===== config.mk =====
export PLATFORM = sky130hd
export DESIGN_NAME = julian_day_number_converter
export DESIGN_NICKNAME = d
export VERILOG_FILES = /design/src/rtl/jdn_pkg.sv /design/src/rtl/julian_day_number_converter.sv
export SDC_FILE = /design/constraint.sdc
export NUM_CORES = 2
export LEC_CHECK = 0
export ABC_AREA = 1
export BUFFER_PORTS_ARGS = -buffer_cell sky130_fd_sc_hd__buf_2
export CORE_MARGIN = 2
export CORE_UTILIZATION = 28
export DETAILED_ROUTE_END_ITERATION = 6
export PLACE_DENSITY_LB_ADDON = 0.05
export SLEW_MARGIN = 20
export SYNTH_ARGS = -nofsm -noshare
export SYNTH_HDL_FRONTEND = slang
export SYNTH_SLANG_ARGS = --single-unit

===== constraint.sdc =====
create_clock -name clk -period 13.16 [get_ports clk]
set_clock_uncertainty 0.05 [all_clocks]
set_input_delay 3.29 -clock clk [delete_from_list [all_inputs] [get_ports clk]]
set_output_delay 3.29 -clock clk [all_outputs]
set_load 0.01 [all_outputs]

===== src/rtl/jdn_pkg.sv =====
`timescale 1ns / 1ps
`default_nettype none

package jdn_pkg;

	localparam int JDN_W   = 23;
	localparam int YEAR_W  = 15;
	localparam int MONTH_W = 4;
	localparam int DAY_W   = 5;
	localparam int WDAY_W  = 3;

	localparam logic [JDN_W-1:0] JDN_MAX        = 23'd5373484;
	localparam logic [JDN_W-1:0] GREG_START_JDN = 23'd2299161;

	localparam logic signed [YEAR_W-1:0] YEAR_MIN  = -15'sd4712;
	localparam logic signed [YEAR_W-1:0] YEAR_MAX  = 15'sd9999;
	localparam logic signed [YEAR_W-1:0] GREG_YEAR = 15'sd1582;

	// reciprocal multipliers: q = (x * K) >> S, K = ceil(2^S / D), S = bits(x) + clog2(D)
	localparam int          ALPHA_SHIFT  = 42;
	localparam logic [63:0] ALPHA_K_FULL = ((64'd1 << ALPHA_SHIFT) + 64'd146096) / 64'd146097;
	localparam logic [24:0] ALPHA_K      = ALPHA_K_FULL[24:0];

	localparam int          C_SHIFT  = 40;
	localparam logic [63:0] C_K_FULL = ((64'd1 << C_SHIFT) + 64'd7304) / 64'd7305;
	localparam logic [27:0] C_K      = C_K_FULL[27:0];

	localparam int          Q100_SHIFT  = 21;
	localparam logic [63:0] Q100_K_FULL = ((64'd1 << Q100_SHIFT) + 64'd99) / 64'd100;
	localparam logic [14:0] Q100_K      = Q100_K_FULL[14:0];

	// floor(30.6001 * k)
	function automatic logic [8:0] month_span(input logic [3:0] k);
		logic [8:0] v;
		unique case (k)
			4'd0:    v = 9'd0;
			4'd1:    v = 9'd30;
			4'd2:    v = 9'd61;
			4'd3:    v = 9'd91;
			4'd4:    v = 9'd122;
			4'd5:    v = 9'd153;
			4'd6:    v = 9'd183;
			4'd7:    v = 9'd214;
			4'd8:    v = 9'd244;
			4'd9:    v = 9'd275;
			4'd10:   v = 9'd306;
			4'd11:   v = 9'd336;
			4'd12:   v = 9'd367;
			4'd13:   v = 9'd397;
			4'd14:   v = 9'd428;
			4'd15:   v = 9'd459;
			default: v = 9'd0;
		endcase
		return v;
	endfunction

	// 8 = 1 mod 7: sum the octal digits, then fold
	function automatic logic [WDAY_W-1:0] mod7(input logic [23:0] x);
		logic [5:0] s;
		logic [3:0] t;
		s = '0;
		for (int i = 0; i < 8; i++) begin
			s = s + 6'(x[3*i +: 3]);
		end
		t = 4'(s[5:3]) + 4'(s[2:0]);
		if (t >= 4'd14) begin
			t = t - 4'd14;
		end else if (t >= 4'd7) begin
			t = t - 4'd7;
		end
		return t[2:0];
	endfunction

endpackage

`default_nettype wire


===== src/rtl/julian_day_number_converter.sv =====
// Channel  Signals                                         Handshake
// -------  ----------------------------------------------  --------------------------------
// item in  mode, year_in, month_in, day_in, jdn_in         taken at clk when start && !busy
// result   jdn_out, year_out, month_out, day_out,          valid for one cycle while done;
//          weekday, range_error                            receiver cannot stall
//
// Four-stage pipeline after the input register: one item per cycle, busy always low.
// done rises once the item has passed stages 2, 3, 4 and the result register; the depth
// is set by the multiply chain on the day-number-to-date path (alpha and year reciprocals, year start).
// Reset clears only the valid pipeline; payload registers are not reset.
// No backpressure: every accepted item yields exactly one result strobe.
`timescale 1ns / 1ps
`default_nettype none

module julian_day_number_converter (
	input  wire logic                               clk,
	input  wire logic                               arst_n,
	input  wire logic                               start,
	output      logic                               busy,
	input  wire logic                               mode,
	input  wire logic signed [jdn_pkg::YEAR_W-1:0]  year_in,
	input  wire logic        [jdn_pkg::MONTH_W-1:0] month_in,
	input  wire logic        [jdn_pkg::DAY_W-1:0]   day_in,
	input  wire logic        [jdn_pkg::JDN_W-1:0]   jdn_in,
	output      logic                               done,
	output      logic        [jdn_pkg::JDN_W-1:0]   jdn_out,
	output      logic signed [jdn_pkg::YEAR_W-1:0]  year_out,
	output      logic        [jdn_pkg::MONTH_W-1:0] month_out,
	output      logic        [jdn_pkg::DAY_W-1:0]   day_out,
	output      logic        [jdn_pkg::WDAY_W-1:0]  weekday,
	output      logic                               range_error
);
	import jdn_pkg::*;

	// stage 1: input register
	logic                      vld_s1, mode_s1;
	logic signed [YEAR_W-1:0]  year_s1;
	logic        [MONTH_W-1:0] month_s1;
	logic        [DAY_W-1:0]   day_s1;
	logic        [JDN_W-1:0]   jdn_s1;

	// stage 1 -> 2 logic
	logic                      bad_date_a, greg_a, bad_jdn_a, gflag_a;
	logic signed [YEAR_W-1:0]  y0_a, ym_a;
	logic        [MONTH_W-1:0] m_a;
	logic        [13:0]        yp_a, yq_op_a;
	logic        [24:0]        t1_a;
	logic        [28:0]        q100_prod_a;
	logic        [23:0]        ax_a;
	logic        [48:0]        alpha_prod_a;
	logic        [6:0]         alpha_a;
	logic        [JDN_W-1:0]   a_a, bb_a;

	// stage 2
	logic                      vld_s2, mode_s2, err_s2, greg_s2;
	logic        [JDN_W-1:0]   t1q_s2, jdn_s2, bb_s2;
	logic        [6:0]         q100_s2;
	logic        [8:0]         mt_s2;
	logic        [DAY_W-1:0]   day_s2;
	logic        [WDAY_W-1:0]  wd1_s2;

	// stage 2 -> 3 logic
	logic        [JDN_W-1:0]   n_b;
	logic        [26:0]        cx_b;
	logic        [54:0]        c_prod_b;

	// stage 3
	logic                      vld_s3, mode_s3, err_s3;
	logic        [JDN_W-1:0]   n_s3, jdn_s3, bb_s3;
	logic        [13:0]        c_s3;
	logic        [WDAY_W-1:0]  wd1_s3;

	// stage 3 -> 4 logic
	logic        [24:0]        d_c;
	logic        [JDN_W-1:0]   dd23_c;

	// stage 4
	logic                      vld_s4, mode_s4, err_s4;
	logic        [JDN_W-1:0]   n_s4, jdn_s4;
	logic        [13:0]        c_s4;
	logic        [9:0]         r_s4;
	logic        [WDAY_W-1:0]  wd0_s4, wd1_s4;

	// stage 4 -> out logic
	logic        [3:0]         e_d;
	logic        [9:0]         dd_d;
	logic        [MONTH_W-1:0] mo_d;
	logic signed [YEAR_W-1:0]  yr_d;

	// result registers
	logic                      done_q, err_q;
	logic        [JDN_W-1:0]   jdn_q;
	logic signed [YEAR_W-1:0]  year_q;
	logic        [MONTH_W-1:0] month_q;
	logic        [DAY_W-1:0]   day_q;
	logic        [WDAY_W-1:0]  wd_q;

	assign busy = 1'b0;

	always_ff @(posedge clk or negedge arst_n) begin
		if (!arst_n) begin
			vld_s1 <= 1'b0;
			vld_s2 <= 1'b0;
			vld_s3 <= 1'b0;
			vld_s4 <= 1'b0;
			done_q <= 1'b0;
		end else begin
			vld_s1 <= start && !busy;
			vld_s2 <= vld_s1;
			vld_s3 <= vld_s2;
			vld_s4 <= vld_s3;
			done_q <= vld_s4;
		end
	end

	always_ff @(posedge clk) begin
		if (start && !busy) begin
			mode_s1  <= mode;
			year_s1  <= year_in;
			month_s1 <= month_in;
			day_s1   <= day_in;
			jdn_s1   <= jdn_in;
		end
	end

	// date prep, alpha correction for the Gregorian range
	always_comb begin
		bad_date_a = (month_s1 == '0) || (month_s1 > 4'd12) || (day_s1 == '0) ||
			(year_s1 == '0) || (year_s1 < YEAR_MIN) || (year_s1 > YEAR_MAX);
		y0_a = year_s1[YEAR_W-1] ? year_s1 + 15'sd1 : year_s1;
		if (month_s1 <= 4'd2) begin
			ym_a = y0_a - 15'sd1;
			m_a  = month_s1 + 4'd12;
		end else begin
			ym_a = y0_a;
			m_a  = month_s1;
		end
		greg_a = (ym_a > GREG_YEAR) || ((ym_a == GREG_YEAR) &&
			((m_a > 4'd10) || ((m_a == 4'd10) && (day_s1 >= 5'd15))));
		yp_a        = 14'(ym_a + 15'sd4716);
		t1_a        = 25'(yp_a) * 25'd1461;
		yq_op_a     = greg_a ? ym_a[13:0] : '0;
		q100_prod_a = 29'(yq_op_a) * 29'(Q100_K);

		bad_jdn_a    = jdn_s1 > JDN_MAX;
		gflag_a      = jdn_s1 >= GREG_START_JDN;
		ax_a         = 24'({jdn_s1, 2'b00} - 25'd7468865);
		alpha_prod_a = 49'(ax_a) * 49'(ALPHA_K);
		alpha_a      = alpha_prod_a[ALPHA_SHIFT +: 7];
		a_a          = gflag_a ? jdn_s1 + 23'd1 + 23'(alpha_a) - 23'(alpha_a[6:2]) : jdn_s1;
		bb_a         = a_a + 23'd1524;
	end

	always_ff @(posedge clk) begin
		mode_s2 <= mode_s1;
		err_s2  <= mode_s1 ? bad_jdn_a : bad_date_a;
		greg_s2 <= greg_a;
		t1q_s2  <= t1_a[24:2];
		q100_s2 <= q100_prod_a[Q100_SHIFT +: 7];
		mt_s2   <= month_span(4'(m_a + 4'd1));
		day_s2  <= day_s1;
		jdn_s2  <= jdn_s1;
		bb_s2   <= bb_a;
		wd1_s2  <= mod7(24'(jdn_s1) + 24'd1);
	end

	always_comb begin
		n_b = t1q_s2 + 23'(mt_s2) + 23'(day_s2) - 23'd1524 +
			(greg_s2 ? 23'd2 + 23'(q100_s2[6:2]) - 23'(q100_s2) : '0);
		cx_b     = 27'({bb_s2, 4'b0000}) + 27'({bb_s2, 2'b00}) - 27'd2442;
		c_prod_b = 55'(cx_b) * 55'(C_K);
	end

	always_ff @(posedge clk) begin
		mode_s3 <= mode_s2;
		err_s3  <= err_s2;
		n_s3    <= n_b;
		jdn_s3  <= jdn_s2;
		bb_s3   <= bb_s2;
		c_s3    <= c_prod_b[C_SHIFT +: 14];
		wd1_s3  <= wd1_s2;
	end

	always_comb begin
		d_c    = 25'(c_s3) * 25'd1461;
		dd23_c = bb_s3 - d_c[24:2];
	end

	always_ff @(posedge clk) begin
		mode_s4 <= mode_s3;
		err_s4  <= err_s3;
		n_s4    <= n_s3;
		jdn_s4  <= jdn_s3;
		c_s4    <= c_s3;
		r_s4    <= dd23_c[9:0];
		wd0_s4  <= mod7(24'(n_s3) + 24'd1);
		wd1_s4  <= wd1_s3;
	end

	// month index e: count of month boundaries below r
	always_comb begin
		e_d = '0;
		for (int k = 1; k < 16; k++) begin
			if (r_s4 > 10'(month_span(4'(k)))) begin
				e_d = e_d + 4'd1;
			end
		end
		dd_d = r_s4 - 10'(month_span(e_d));
		mo_d = (e_d < 4'd14) ? e_d - 4'd1 : e_d - 4'd13;
		yr_d = $signed({1'b0, c_s4}) - ((mo_d > 4'd2) ? 15'sd4716 : 15'sd4715);
		if (yr_d <= 15'sd0) begin
			yr_d = yr_d - 15'sd1;
		end
	end

	always_ff @(posedge clk) begin
		if (err_s4) begin
			err_q   <= 1'b1;
			jdn_q   <= '0;
			year_q  <= '0;
			month_q <= '0;
			day_q   <= '0;
			wd_q    <= '0;
		end else if (!mode_s4) begin
			err_q   <= 1'b0;
			jdn_q   <= n_s4;
			year_q  <= '0;
			month_q <= '0;
			day_q   <= '0;
			wd_q    <= wd0_s4;
		end else begin
			err_q   <= 1'b0;
			jdn_q   <= jdn_s4;
			year_q  <= yr_d;
			month_q <= mo_d;
			day_q   <= dd_d[DAY_W-1:0];
			wd_q    <= wd1_s4;
		end
	end

	assign done        = done_q;
	assign range_error = err_q;
	assign jdn_out     = jdn_q;
	assign year_out    = year_q;
	assign month_out   = month_q;
	assign day_out     = day_q;
	assign weekday     = wd_q;

endmodule

`default_nettype wire


==> metrics.txt <==
Reg-to-Reg End=bb_s2[22]; post-synthesis xor/xnor area fraction=4.82%; Worst Hold Class=flip-flop to flip-flop; fin. max-slew vios=0; ANT nets after route=0; cts-stage hold buffer count=0; vias per inst=4.27; area leader, netlist=fa_1; WP buf/inv=7; CP most frequent cell=nand2_1; critical path arrival=12.53 ns; startpoint types=flip-flop; # fillers=around 18000; worst hold endpoint=jdn_s4[12]; Worst Hold Depth=0; Synth area leaders=fa_1, ha_1, dfxtp_1; clk buf depth=3; pin count of the biggest net entering global routing=50; slowest CP cell=fa_1; multiplexer share of the synthesized area=less than 1%; Initial Utilization=between 20% and 30%; r2r worst-path depth=55; Final Cell Area=about 55000 sq um; htree depth=2; Routability Congestion=0.819; DRC=0; distinct cell type count after synthesis=63; simple-gate share of the synthesized area=11.1%; top_reg_cell synth=dfxtp_1; # IOs=104; TritonCTS Sinks=about 350; DIE WIDTH=~420 microns; Mapped Area=just under 50000 sq um; r2r startpoint=jdn_s1[4]; first-pass GRT wire length=226000 microns; post-DP HPWL=131000 microns; number of global-route vias before repair=between 30000 and 40000; Syn-to-layout area delta=11.5%; gr ovfl total=0; post-layout minimum cycle time=12.04 ns; Worst path max stage delay=between 0.5 and 0.6 ns; Worst slew margin=26.3%; Syn Nets=7136; WP data required=13.66 ns; most frequent cells in the layout=inv_1, ha_1, fa_1; final hold vios=0; Final period util=91.5%; delay-heaviest family, CP=adder cells; worst-path fanout max=8; WS Path Type=flip-flop to flip-flop; Final setup viols=0; register bit total from synthesis=353; Chip Height=423 microns; DRT Pass-1 Iters=5; top-area cell type share of the netlist area=between 20 and 30%; WL per Instance=18.2 microns; antenna violations before repair=14; Mean Syn Cell Area=8.96 sq um; share of layout cells above drive strength 1=6.29%; clk_lat worst skew=0.66 ns; Max Cap Viol=0; port bufs=102; status=finished, final reports clean; Post-synth EDFFs=48; Post-Synthesis Cells=5473; main combinational cell family by area after synthesis=adder cells; Nets=7331; TritonCTS buffer count=47; compound-cell area share of the yosys netlist=6.40%; worst slew pin tran=roughly 1.1 ns; commonest non-fill, non-tap cell in the layout=inv_1; Via Count=34300; row cnt=153; Die ar.=179000 sq um; Ys Warns=0; fin util=31.4%; clock tree from TritonCTS=built; Post-DP Area=52900 sq um; Seq/Total Area, Yosys=between 10% and 20%; clock-pin slew on the worst setup and hold paths=0.06 ns; global router's overall resource usage=16.6%; Core ar.=174000 sq um; reg2reg setup slack=around 1.1 ns; unrepaired setup endpoints after global routing=no; Worst Setup End Kind=flip-flop; Adder-Cell Fraction of Synth Area=51.3%; HP Start=jdn_s3[12]; Synth async-reset ratio=1.42%; DR iter-0 viols=between 1000 and 1500; setup TNS=0 ns; WL final=146000 microns; f_max=around 83 MHz; clock root buffer=clkbuf_16
[per-layer routing]
| layer | up-vias | wire length [microns] | share of wire (%) | track usage [%] |
|---|---|---|---|---|
| met5 | - | 82 | 0.056 | 0 |
| met4 | 12 | 3960 | 2.7 | 4.57 |
| met3 | 145 | 3810 | 2.6 | 1.99 |
| met2 | 355 | 72900 | 50 | 29.5 |
| met1 | 16400 | 65200 | 45 | 21.2 |
| li1 | 17400 | - | - | - |
[cells in the mapped netlist, types with 4 or more instances]
library cell and number:
o221ai_1 4, fa_1 665, o31ai_1 8, nand2_4 10, o22ai_1 4, edfxtp_1 48
a31oi_1 21, o211ai_1 14, nor2_1 329, o21a_1 13, o21ai_1 8, a211oi_1 5
or2_2 20, ha_1 947, dfxtp_1 300, o21bai_1 6, clkbuf_1 18, nand2_2 27
nand3b_1 8, o2111ai_1 4, inv_2 11, nor4_1 8, and2_1 4, xnor2_1 78
nand3_2 12, a21boi_0 7, a21o_1 18, inv_1 1391, nand2_1 572, o21ai_0 181
nand3_1 153, xor2_1 189, a21oi_1 245, nor3_1 54, dfrtp_1 5, nand4_1 42
[timing repair]
action,CTS,global route
endpoints found under the setup margin,0,13
gates resized for setup,0,17
buffers inserted,0,2
[flip-flops by register name, indices dropped and copies added, names as in the netlist, 4 cells and up]
name / flops
mt_s2: 9
jdn_s4: 23
n_s4: 23
day_s2: 5
r_s4: 10
jdn_s3: 23
t1q_s2: 23
jdn_s1: 23
bb_s2: 23
c_s3: 14
year_s1: 15
c_s4: 14
bb_s3: 10
jdn_s2: 23
year_out: 15
day_s1: 5
month_out: 4
month_s1: 4
day_out: 5
n_s3: 23
q100_s2: 7
jdn_out: 23
[logic make-up after synthesis]
logic type	count (synthesis)
other	1
DFF	353
and+or+nand+nor	1250
adders and majority gates	1612
muxes	1
xor gates and xnor gates	268
buffers and inverters	1427
AOI/OAI and AO/OA	561
[how the worst max path moves through the flow]
stage / slack [ns] / cells after the start / from / to
after floorplan: 1.96 / 58 / jdn_s1[0] / bb_s2[22]
after global placement: 0.34 / 58 / jdn_s1[1] / bb_s2[22]
after detailed placement: 0.37 / 58 / jdn_s1[1] / bb_s2[22]
final: 1.12 / 55 / jdn_s1[4] / bb_s2[22]
after global routing: 0.08 / 58 / jdn_s1[1] / bb_s2[22]
after CTS: 0.32 / 58 / jdn_s1[1] / bb_s2[22]
[final cells by class]
type	instances	area [sq um]	area share, %
Multi-Input combinational cell	3693	36200	66.2
Clock buffer	53	1260	2.31
Timing Repair Buffer	167	998	1.82
Inverter	1406	5280	9.65
Tap cell	2325	2910	5.32
Antenna cell	4	10.0	0.0183
Sequential cell	353	7570	13.8
Clock inverter	35	485	0.887
[stage by stage]
step	hold slack (ns)	setup WS, ns	instances
detailed placement	0.262	0.373	7942
global placement	0.261	0.343	7942
floorplan	0.260	1.96	5473
finish	0.254	1.12	8036
CTS	0.257	0.325	8030
global route	0.280	0.0835	8036
Power is not shown: default switching activity piles up to over one toggle a cycle in this logic, so the estimate is an artifact.
